--- src/design/pidc_pkg.sv ---
// ----------------------------------------------------------------------------
// pidc_pkg
// Shared types, constants and the microcode table of the PID controller.
// ----------------------------------------------------------------------------
package pidc_pkg;

  localparam int unsigned DATA_W = 32;
  localparam int unsigned LIM_W  = 31;
  localparam int unsigned OPND_W = 33;
  localparam int unsigned PROD_W = 2 * OPND_W;
  localparam int unsigned SUM_W  = 52;
  localparam int unsigned PC_W   = 3;
  localparam int unsigned ADDR_W = 5;

  // Register indexes on the configuration port (byte address is 4 * index).
  localparam logic [2:0] REG_GAIN_P         = 3'd0;
  localparam logic [2:0] REG_GAIN_I         = 3'd1;
  localparam logic [2:0] REG_GAIN_D         = 3'd2;
  localparam logic [2:0] REG_SAMPLE_PERIOD  = 3'd3;
  localparam logic [2:0] REG_SETPOINT       = 3'd4;
  localparam logic [2:0] REG_INTEGRAL_LIMIT = 3'd5;
  localparam logic [2:0] REG_OUTPUT_LIMIT   = 3'd6;

  localparam logic [DATA_W-1:0] SAMPLE_PERIOD_RST  = 32'd4294967;
  localparam logic [LIM_W-1:0]  INTEGRAL_LIMIT_RST = 31'd22937600;
  localparam logic [LIM_W-1:0]  OUTPUT_LIMIT_RST   = 31'd65470464;

  // Program steps.
  localparam logic [PC_W-1:0] STEP_ERR     = 3'd0;
  localparam logic [PC_W-1:0] STEP_INCR    = 3'd1;
  localparam logic [PC_W-1:0] STEP_ACC     = 3'd2;
  localparam logic [PC_W-1:0] STEP_P_TERM  = 3'd3;
  localparam logic [PC_W-1:0] STEP_I_TERM  = 3'd4;
  localparam logic [PC_W-1:0] STEP_D_TERM  = 3'd5;
  localparam logic [PC_W-1:0] STEP_OUT     = 3'd6;
  localparam logic [PC_W-1:0] STEP_CLEAR   = 3'd7;

  typedef enum logic [1:0] {MA_ERR, MA_GAIN_P, MA_GAIN_I, MA_GAIN_D} mul_a_e;
  typedef enum logic [1:0] {MB_PERIOD, MB_ERR, MB_ACC, MB_DERR} mul_b_e;
  typedef enum logic [1:0] {SUM_HOLD, SUM_CLR, SUM_ADD} sum_op_e;

  typedef struct packed {
    logic            err_en;
    logic            br_clr;
    logic [PC_W-1:0] br_tgt;
    logic            mul_en;
    mul_a_e          mul_a;
    mul_b_e          mul_b;
    logic            acc_en;
    sum_op_e         sum_op;
    logic            last_en;
    logic            out_en;
    logic            clr_en;
    logic            end_prog;
  } ctrl_t;

  // One control word per step. The multiplier result is registered, so
  // a step that uses a product consumes the one made in the step before.
  function automatic ctrl_t ucode_rom(input logic [PC_W-1:0] pc);
    ctrl_t w;
    w          = '0;
    w.mul_a    = MA_ERR;
    w.mul_b    = MB_PERIOD;
    w.sum_op   = SUM_HOLD;
    w.br_tgt   = STEP_CLEAR;
    case (pc)
      STEP_ERR: begin
        w.err_en = 1'b1;
        w.br_clr = 1'b1;
      end
      STEP_INCR: begin
        w.mul_en = 1'b1;
        w.mul_a  = MA_ERR;
        w.mul_b  = MB_PERIOD;
      end
      STEP_ACC: begin
        w.acc_en = 1'b1;
        w.sum_op = SUM_CLR;
        w.mul_en = 1'b1;
        w.mul_a  = MA_GAIN_P;
        w.mul_b  = MB_ERR;
      end
      STEP_P_TERM: begin
        w.sum_op = SUM_ADD;
        w.mul_en = 1'b1;
        w.mul_a  = MA_GAIN_I;
        w.mul_b  = MB_ACC;
      end
      STEP_I_TERM: begin
        w.sum_op = SUM_ADD;
        w.mul_en = 1'b1;
        w.mul_a  = MA_GAIN_D;
        w.mul_b  = MB_DERR;
      end
      STEP_D_TERM: begin
        w.sum_op  = SUM_ADD;
        w.last_en = 1'b1;
      end
      STEP_OUT: begin
        w.out_en   = 1'b1;
        w.end_prog = 1'b1;
      end
      STEP_CLEAR: begin
        w.clr_en   = 1'b1;
        w.end_prog = 1'b1;
      end
      default: begin
        w.end_prog = 1'b1;
      end
    endcase
    return w;
  endfunction

endpackage

--- src/design/pidc_seq.sv ---
// ----------------------------------------------------------------------------
// pidc_seq
// Microcode sequencer: step counter, control table and conditional branch.
// ----------------------------------------------------------------------------
module pidc_seq (
  input  logic           clk_i,
  input  logic           rst_ni,
  input  logic           start_i,
  input  logic           clr_i,
  input  logic           hold_i,
  output pidc_pkg::ctrl_t ctrl_o,
  output logic           busy_o,
  output logic           fire_o
);
  import pidc_pkg::*;

  logic [PC_W-1:0] pc_q, pc_d;
  logic            busy_q, busy_d;

  assign ctrl_o = ucode_rom(pc_q);
  // The output step waits while the previous result is still held.
  assign fire_o = busy_q & ~(ctrl_o.out_en & hold_i);
  assign busy_o = busy_q;

  always_comb begin
    pc_d   = pc_q;
    busy_d = busy_q;
    if (!busy_q) begin
      if (start_i) begin
        pc_d   = STEP_ERR;
        busy_d = 1'b1;
      end
    end else if (fire_o) begin
      if (ctrl_o.end_prog) begin
        busy_d = 1'b0;
      end else if (ctrl_o.br_clr && clr_i) begin
        pc_d = ctrl_o.br_tgt;
      end else begin
        pc_d = pc_q + 1'b1;
      end
    end
  end

  always_ff @(posedge clk_i or negedge rst_ni) begin
    if (!rst_ni) begin
      pc_q   <= STEP_ERR;
      busy_q <= 1'b0;
    end else begin
      pc_q   <= pc_d;
      busy_q <= busy_d;
    end
  end

endmodule

--- src/design/pid_controller_clamped_unit.sv ---
// ----------------------------------------------------------------------------
// pid_controller_clamped_unit
// Discrete PID controller with integral anti-windup and output clamping.
// ----------------------------------------------------------------------------
// Usage: software sets gains, sample period, setpoint and limits over the
// APB-style port while the block is idle. Each input transaction carries a
// function bit and a measured value. An update (func 0) produces one output
// transaction with the clamped drive value; a clear (func 1) zeroes the
// integral and the previous error and produces no output.
// Sequencing: a microcoded program runs one step per cycle on a single shared
// 33 x 33 multiplier, except while the output step waits on a held result.
// An update runs the error, increment, accumulate, P, I and D term and output
// steps; a clear runs the error and clear steps. The multiplier is used four
// times in a row. A new item is taken only after the program has ended.
// Reset: the configuration registers return to their default values, the
// integral and previous error are zeroed, and no output is pending.
// Stall: a finished result waits in the output register while the receiver
// stalls; the next item is still accepted and computed, and only its final
// step waits until the register is free.
// ----------------------------------------------------------------------------
module pid_controller_clamped_unit (
  input  logic                            clk_i,
  input  logic                            rst_ni,
  // Input channel
  input  logic                            in_valid_i,
  output logic                            in_stall_o,
  input  logic                            func_i,
  input  logic signed [31:0]              measured_i,
  // Output channel
  output logic                            out_valid_o,
  input  logic                            out_stall_i,
  output logic signed [31:0]              drive_o,
  // Configuration port
  input  logic                            psel,
  input  logic                            penable,
  input  logic                            pwrite,
  input  logic [pidc_pkg::ADDR_W-1:0]     paddr,
  input  logic [pidc_pkg::DATA_W-1:0]     pwdata,
  output logic [pidc_pkg::DATA_W-1:0]     prdata,
  output logic                            pready
);
  import pidc_pkg::*;

  // Configuration registers
  logic signed [DATA_W-1:0] gain_p_q, gain_i_q, gain_d_q, setpoint_q;
  logic [DATA_W-1:0]        period_q;
  logic [LIM_W-1:0]         ilim_q, olim_q;

  // Datapath registers
  logic                     func_q;
  logic signed [DATA_W-1:0] meas_q;
  logic signed [DATA_W-1:0] err_q, acc_q, last_q;
  logic signed [PROD_W-1:0] prod_q;
  logic signed [SUM_W-1:0]  sum_q;
  logic signed [DATA_W-1:0] drive_q;
  logic                     out_valid_q;

  ctrl_t ctrl;
  logic  busy, fire, in_accept, cfg_wr;

  logic signed [OPND_W-1:0] diff, derr, opa, opb;
  logic signed [DATA_W-1:0] err_d, acc_d, drive_d;
  logic signed [OPND_W-1:0] acc_sum, ilim_ext, ilim_neg;
  logic signed [SUM_W-1:0]  term, olim_ext, sum_next;

  assign in_accept = in_valid_i & ~in_stall_o;
  assign in_stall_o = busy;

  pidc_seq u_seq (
    .clk_i   (clk_i),
    .rst_ni  (rst_ni),
    .start_i (in_accept),
    .clr_i   (func_q),
    .hold_i  (out_valid_q & out_stall_i),
    .ctrl_o  (ctrl),
    .busy_o  (busy),
    .fire_o  (fire)
  );

  // Configuration port
  assign pready = 1'b1;
  assign cfg_wr = psel & penable & pwrite;

  always_ff @(posedge clk_i or negedge rst_ni) begin
    if (!rst_ni) begin
      gain_p_q   <= '0;
      gain_i_q   <= '0;
      gain_d_q   <= '0;
      period_q   <= SAMPLE_PERIOD_RST;
      setpoint_q <= '0;
      ilim_q     <= INTEGRAL_LIMIT_RST;
      olim_q     <= OUTPUT_LIMIT_RST;
    end else if (cfg_wr) begin
      case (paddr[4:2])
        REG_GAIN_P:         gain_p_q   <= pwdata;
        REG_GAIN_I:         gain_i_q   <= pwdata;
        REG_GAIN_D:         gain_d_q   <= pwdata;
        REG_SAMPLE_PERIOD:  period_q   <= pwdata;
        REG_SETPOINT:       setpoint_q <= pwdata;
        REG_INTEGRAL_LIMIT: ilim_q     <= pwdata[LIM_W-1:0];
        REG_OUTPUT_LIMIT:   olim_q     <= pwdata[LIM_W-1:0];
        default: ;
      endcase
    end
  end

  always_comb begin
    case (paddr[4:2])
      REG_GAIN_P:         prdata = gain_p_q;
      REG_GAIN_I:         prdata = gain_i_q;
      REG_GAIN_D:         prdata = gain_d_q;
      REG_SAMPLE_PERIOD:  prdata = period_q;
      REG_SETPOINT:       prdata = setpoint_q;
      REG_INTEGRAL_LIMIT: prdata = {1'b0, ilim_q};
      REG_OUTPUT_LIMIT:   prdata = {1'b0, olim_q};
      default:            prdata = '0;
    endcase
  end

  // Error with saturation. A difference of exactly the most negative value
  // maps to one above it, while anything below maps to the most negative.
  assign diff = {setpoint_q[DATA_W-1], setpoint_q} - {meas_q[DATA_W-1], meas_q};

  always_comb begin
    if (!diff[OPND_W-1] && diff[OPND_W-2]) begin
      err_d = 32'sh7FFF_FFFF;
    end else if (diff[OPND_W-1] && !diff[OPND_W-2]) begin
      err_d = 32'sh8000_0000;
    end else if (diff == 33'sh1_8000_0000) begin
      err_d = 32'sh8000_0001;
    end else begin
      err_d = diff[DATA_W-1:0];
    end
  end

  assign derr = {err_q[DATA_W-1], err_q} - {last_q[DATA_W-1], last_q};

  // Shared multiplier operands.
  always_comb begin
    case (ctrl.mul_a)
      MA_ERR:    opa = {err_q[DATA_W-1], err_q};
      MA_GAIN_P: opa = {gain_p_q[DATA_W-1], gain_p_q};
      MA_GAIN_I: opa = {gain_i_q[DATA_W-1], gain_i_q};
      MA_GAIN_D: opa = {gain_d_q[DATA_W-1], gain_d_q};
      default:   opa = '0;
    endcase
    case (ctrl.mul_b)
      MB_PERIOD: opb = {1'b0, period_q};
      MB_ERR:    opb = {err_q[DATA_W-1], err_q};
      MB_ACC:    opb = {acc_q[DATA_W-1], acc_q};
      MB_DERR:   opb = derr;
      default:   opb = '0;
    endcase
  end

  // Integral update: the increment is the product scaled down by 2^32.
  assign acc_sum  = {acc_q[DATA_W-1], acc_q} + prod_q[64:32];
  assign ilim_ext = {2'b00, ilim_q};
  assign ilim_neg = -ilim_ext;

  always_comb begin
    if (acc_sum > ilim_ext) begin
      acc_d = ilim_ext[DATA_W-1:0];
    end else if (acc_sum < ilim_neg) begin
      acc_d = ilim_neg[DATA_W-1:0];
    end else begin
      acc_d = acc_sum[DATA_W-1:0];
    end
  end

  // Term accumulation: each product is scaled down by 2^16.
  assign term     = {{2{prod_q[PROD_W-1]}}, prod_q[PROD_W-1:16]};
  assign sum_next = sum_q + term;
  assign olim_ext = {{(SUM_W-LIM_W){1'b0}}, olim_q};

  always_comb begin
    if (sum_q > olim_ext) begin
      drive_d = {1'b0, olim_q};
    end else if (sum_q < -olim_ext) begin
      drive_d = -$signed({1'b0, olim_q});
    end else begin
      drive_d = sum_q[DATA_W-1:0];
    end
  end

  // Payload registers
  always_ff @(posedge clk_i) begin
    if (in_accept) begin
      func_q <= func_i;
      meas_q <= measured_i;
    end
    if (fire && ctrl.err_en) begin
      err_q <= err_d;
    end
    if (fire && ctrl.mul_en) begin
      prod_q <= opa * opb;
    end
    if (fire) begin
      case (ctrl.sum_op)
        SUM_CLR: sum_q <= '0;
        SUM_ADD: sum_q <= sum_next;
        default: ;
      endcase
    end
    if (fire && ctrl.out_en) begin
      drive_q <= drive_d;
    end
  end

  // Controller state
  always_ff @(posedge clk_i or negedge rst_ni) begin
    if (!rst_ni) begin
      acc_q  <= '0;
      last_q <= '0;
    end else if (fire && ctrl.clr_en) begin
      acc_q  <= '0;
      last_q <= '0;
    end else begin
      if (fire && ctrl.acc_en) begin
        acc_q <= acc_d[DATA_W-1:0];
      end
      if (fire && ctrl.last_en) begin
        last_q <= err_q;
      end
    end
  end

  // Output register
  always_ff @(posedge clk_i or negedge rst_ni) begin
    if (!rst_ni) begin
      out_valid_q <= 1'b0;
    end else if (fire && ctrl.out_en) begin
      out_valid_q <= 1'b1;
    end else if (!out_stall_i) begin
      out_valid_q <= 1'b0;
    end
  end

  assign out_valid_o = out_valid_q;
  assign drive_o     = drive_q;

`ifndef SYNTH
  a_accept_starts: assert property (@(posedge clk_i) disable iff (!rst_ni)
    in_accept |=> in_stall_o)
    else $error("accepted transaction did not start the program");

  a_out_slot_free: assert property (@(posedge clk_i) disable iff (!rst_ni)
    (fire && ctrl.out_en) |-> !(out_valid_q && out_stall_i))
    else $error("result written over a pending output");

  a_clear_zeroes: assert property (@(posedge clk_i) disable iff (!rst_ni)
    (fire && ctrl.clr_en) |=> (acc_q == '0 && last_q == '0))
    else $error("clear did not zero the controller state");

  a_drive_clamped: assert property (@(posedge clk_i) disable iff (!rst_ni)
    out_valid_o |-> (drive_o <= $signed({1'b0, olim_q}) &&
                     drive_o >= -$signed({1'b0, olim_q})))
    else $error("drive value outside the output limit");
`endif

endmodule
--- config.mk ---
export PLATFORM = sky130hd
export DESIGN_NAME = pid_controller_clamped_unit
export DESIGN_NICKNAME = d
export VERILOG_FILES = /design/src/design/pidc_pkg.sv /design/src/design/pidc_seq.sv /design/src/design/pid_controller_clamped_unit.sv
export SDC_FILE = /design/constraint.sdc
export NUM_CORES = 2
export LEC_CHECK = 0
export BUFFER_PORTS_ARGS = -buffer_cell sky130_fd_sc_hd__buf_2
export CAP_MARGIN = 25
export CELL_PAD_IN_SITES_DETAIL_PLACEMENT = 0
export CELL_PAD_IN_SITES_GLOBAL_PLACEMENT = 1
export CORE_MARGIN = 8
export CORE_UTILIZATION = 52
export DETAILED_ROUTE_END_ITERATION = 6
export MAX_ROUTING_LAYER = met4
export PLACE_DENSITY = 0.93
export SYNTH_ARGS = -nofsm -noshare
export SYNTH_HDL_FRONTEND = slang
export SYNTH_SLANG_ARGS = --single-unit
--- constraint.sdc ---
create_clock -name clk_i -period 11.6 [get_ports clk_i]
set_clock_uncertainty 0.05 [all_clocks]
set_input_delay 0.58 -clock clk_i [delete_from_list [all_inputs] [get_ports clk_i]]
set_output_delay 0.58 -clock clk_i [all_outputs]
set_load 0.02 [all_outputs]
==> reports/metrics.yaml <==
status: "complete, but fails checks"
violations: "design-rule violations"
crit_type: "register to register"
cp_slowest_cell: "o21ai_4"
clk_pin_slew_ns: 0.07
syn_inst: 7871
hold_class: "primary input to register"
worst_path_largest_cell_delay_ns: 0.82
synth_warnings: 0
drive_gt1_share_pct: 10.5
synth_ff_type: "dfrtp_1"
max_slew.worst_pin.slew_ns: 1.11
synth_edf_count: 199
fmax_ghz: 0.0895
synth_seq_area_share_pct: 18.4
num_vias: 59900
syn_area_um2: 72400
cap_viol_max_count: 0
crit_fanout: 18
grtUsageTotal_pct: 35.6
maxSlewViolCount: 0
final_nets: 9655
ys_ff_latch: 490
yosys.cell_types.count: 96
antenna_found_initial: 12
end_kind: "register"
clockBufferDepth: 3
h-tree-depth: 2
first_pass_iters: 7
numCtsBuffers: 51
arrival_ns: 11.51
rsz0062_at_grt: "no"
cts_tree: "built"
drtIter0Drc: 6380
fp.dieH_um: 389
rows: 137
clockRootBuffer: "clkbuf_16"
drc: 2
die_w_um: 389
die-area_um2: 151000
avgSynthCellArea_um2: 9.19
setup_tns_ns: 0
grt_max_degree: 69
detail-route-antenna-nets: 0
dr.max_layer_used: "met4"
place.gp.congestion: 1.04
insertion_delay_ns: 0.64
synth_async_sr_flop_share_pct: 59.4
drt_wl_total_um: 265000
overflow: 0
grt_pass1_vias: 60300
synthToLayoutAreaGrowth_pct: 8.08
cpMostUsedCell: "fa_1"
hold_viol: 0
grt_pass1_wl_um: 393000
final_cell_mix: "inv_1, fa_1, nand2_1"
viasPerCell: 6.11
core_um2: 139000
cp_data_required_time_ns: 11.93
met1_length_um: 103000
wl_per_cell_um: 27.1
portBuffers: 140
wl_met2_um: 115000
io_pins: 144
final_common_cell: "inv_1"
syn-num-nets: 9586
max_slew_margin_pct: 25.7
floorplan.initialDensity_pct: 52.1
cts_sinks: 490
met3_length_um: 27500
setup_viol: 0
cp-start-kind: "register"
hpwl_um: 217000
fin_crit_ns: 11.17
period_share_pct: 96.3
[critical path: cells and delay by family, from the launching register on]
family,cells,cell delay [ns]
AO/OA/AOI/OAI,10,3.58
XOR/XNOR,1,0.09
adder cells (fa/ha/maj),11,4.71
buffers and inverters,8,1.60
flip-flops,1,0.43
AND/OR/NAND/NOR,3,0.40
[final cells by class]
cell class | instances | area (um^2)
diodes | 6 | 15.0
clock buffers | 66 | 1470
clock inverters | 30 | 305
fillers | 12300 | 60600
inverters | 1238 | 4650
multi-input cells | 5754 | 53300
flip-flops and latches | 490 | 13300
well taps | 1807 | 2260
repair buffers | 405 | 2910
[timing repair]
item / in CTS / in global routing
setup buffers: 0 / 1
setup endpoints to repair: 0 / 18
gates resized for setup: 0 / 18
hold buffers: 1 / 0
hold endpoints to repair: 57 / 0
[cell usage after synthesis (19+ instances only)]
| cell type | instances | share of area, % |
|---|---|---|
| a211oi_1 | 38 | 0.39 |
| a21o_1 | 154 | 1.6 |
| a21oi_1 | 395 | 2.7 |
| a221o_1 | 35 | 0.48 |
| a221oi_1 | 22 | 0.27 |
| a22oi_1 | 26 | 0.27 |
| a31o_2 | 23 | 0.28 |
| a31oi_1 | 46 | 0.40 |
| a41oi_1 | 25 | 0.30 |
| and2_1 | 126 | 1.1 |
| and3_1 | 53 | 0.46 |
| buf_1 | 29 | 0.15 |
| clkbuf_1 | 351 | 1.8 |
| dfrtp_1 | 267 | 9.2 |
| dfstp_2 | 24 | 0.87 |
| edfxtp_1 | 199 | 8.3 |
| fa_1 | 1125 | 31 |
| ha_1 | 513 | 8.9 |
| inv_1 | 1234 | 6.4 |
| maj3_1 | 28 | 0.39 |
| mux2_2 | 164 | 2.6 |
| mux2i_1 | 59 | 0.82 |
| mux4_2 | 19 | 0.59 |
| nand2_1 | 1029 | 5.3 |
| nand2b_1 | 57 | 0.49 |
| nand3_1 | 108 | 0.75 |
| nand4_1 | 48 | 0.41 |
| nor2_1 | 508 | 2.6 |
| nor2b_1 | 60 | 0.52 |
| nor3_1 | 86 | 0.59 |
| nor4_1 | 31 | 0.27 |
| o211ai_1 | 39 | 0.40 |
| o21a_1 | 80 | 0.83 |
| o21ai_0 | 283 | 2.0 |
| o21ai_1 | 30 | 0.21 |
| o21bai_1 | 25 | 0.26 |
| o22ai_1 | 42 | 0.36 |
| or2_2 | 28 | 0.24 |
| or3_1 | 46 | 0.40 |
| xnor2_1 | 161 | 1.9 |
| xor2_1 | 69 | 0.84 |
[worst paths after layout]
check	start	depth (start not counted)	endpoint	slack (ns)
min	measured_i[17]	1	meas_q[17]	0.06
max	u_seq.pc_q[0]	33	prod_q[58]	0.43
min in group asynchronous	rst_ni	2	ilim_q[29]	0.38
max reg2reg	u_seq.pc_q[0]	33	prod_q[58]	0.43
max in group asynchronous	rst_ni	4	gain_d_q[11]	8.84
min reg2reg	last_q[7]	1	last_q[7]	0.47
[sequential cells by signal, summed over array words and instances, names as in the netlist]
name and flops:
sum_q 52, acc_q 32, olim_q 31, prod_q 50, setpoint_q 32, ilim_q 31
gain_p_q 32, u_seq.pc_q 3, gain_i_q 32, func_q 1, gain_d_q 32, meas_q 32
period_q 32, out_valid_o 1, err_q 32, u_seq.busy_o 1, last_q 32, drive_o 32
[logic make-up after synthesis]
| family | count (synthesis) | synth area share, % |
|---|---|---|
| buffers and inverters | 1627 | 8.47 |
| AO/OA/AOI/OAI | 1385 | 12.3 |
| AND/OR/NAND/NOR | 2230 | 13.8 |
| flip-flops | 490 | 18.4 |
| adder cells (fa/ha/maj) | 1666 | 40.4 |
| other | 1 | 0.00518 |
| XOR/XNOR | 230 | 2.78 |
| multiplexers | 242 | 3.96 |
[through the flow]
| step | hold WS, ns | area (um^2) | cells | utilization [%] | setup WS (ns) |
|---|---|---|---|---|---|
| 2_1_floorplan | 0.234 | 72400 | 7871 | - | 1.60 |
| 3_3_place_gp | 0.451 | 76200 | 9682 | 54.9 | 0.291 |
| 3_5_place_dp | 0.443 | 76300 | 9688 | 54.9 | 0.201 |
| 4_1_cts | 0.0492 | 78100 | 9785 | 56.2 | 0.172 |
| 5_1_grt | 0.0585 | 78200 | 9794 | 56.3 | 0.0102 |
| 6_report | 0.0612 | 78200 | 9796 | 56.3 | 0.427 |
[metal layers]
layer,track usage (%),vias to the layer above
met5,-,-
met2,52.6,3179
met3,7.38,646
li1,-,25800
met1,45.9,30200
met4,19.6,0
Power is not shown: default switching activity piles up to over one toggle a cycle in this logic, so the estimate is an artifact.
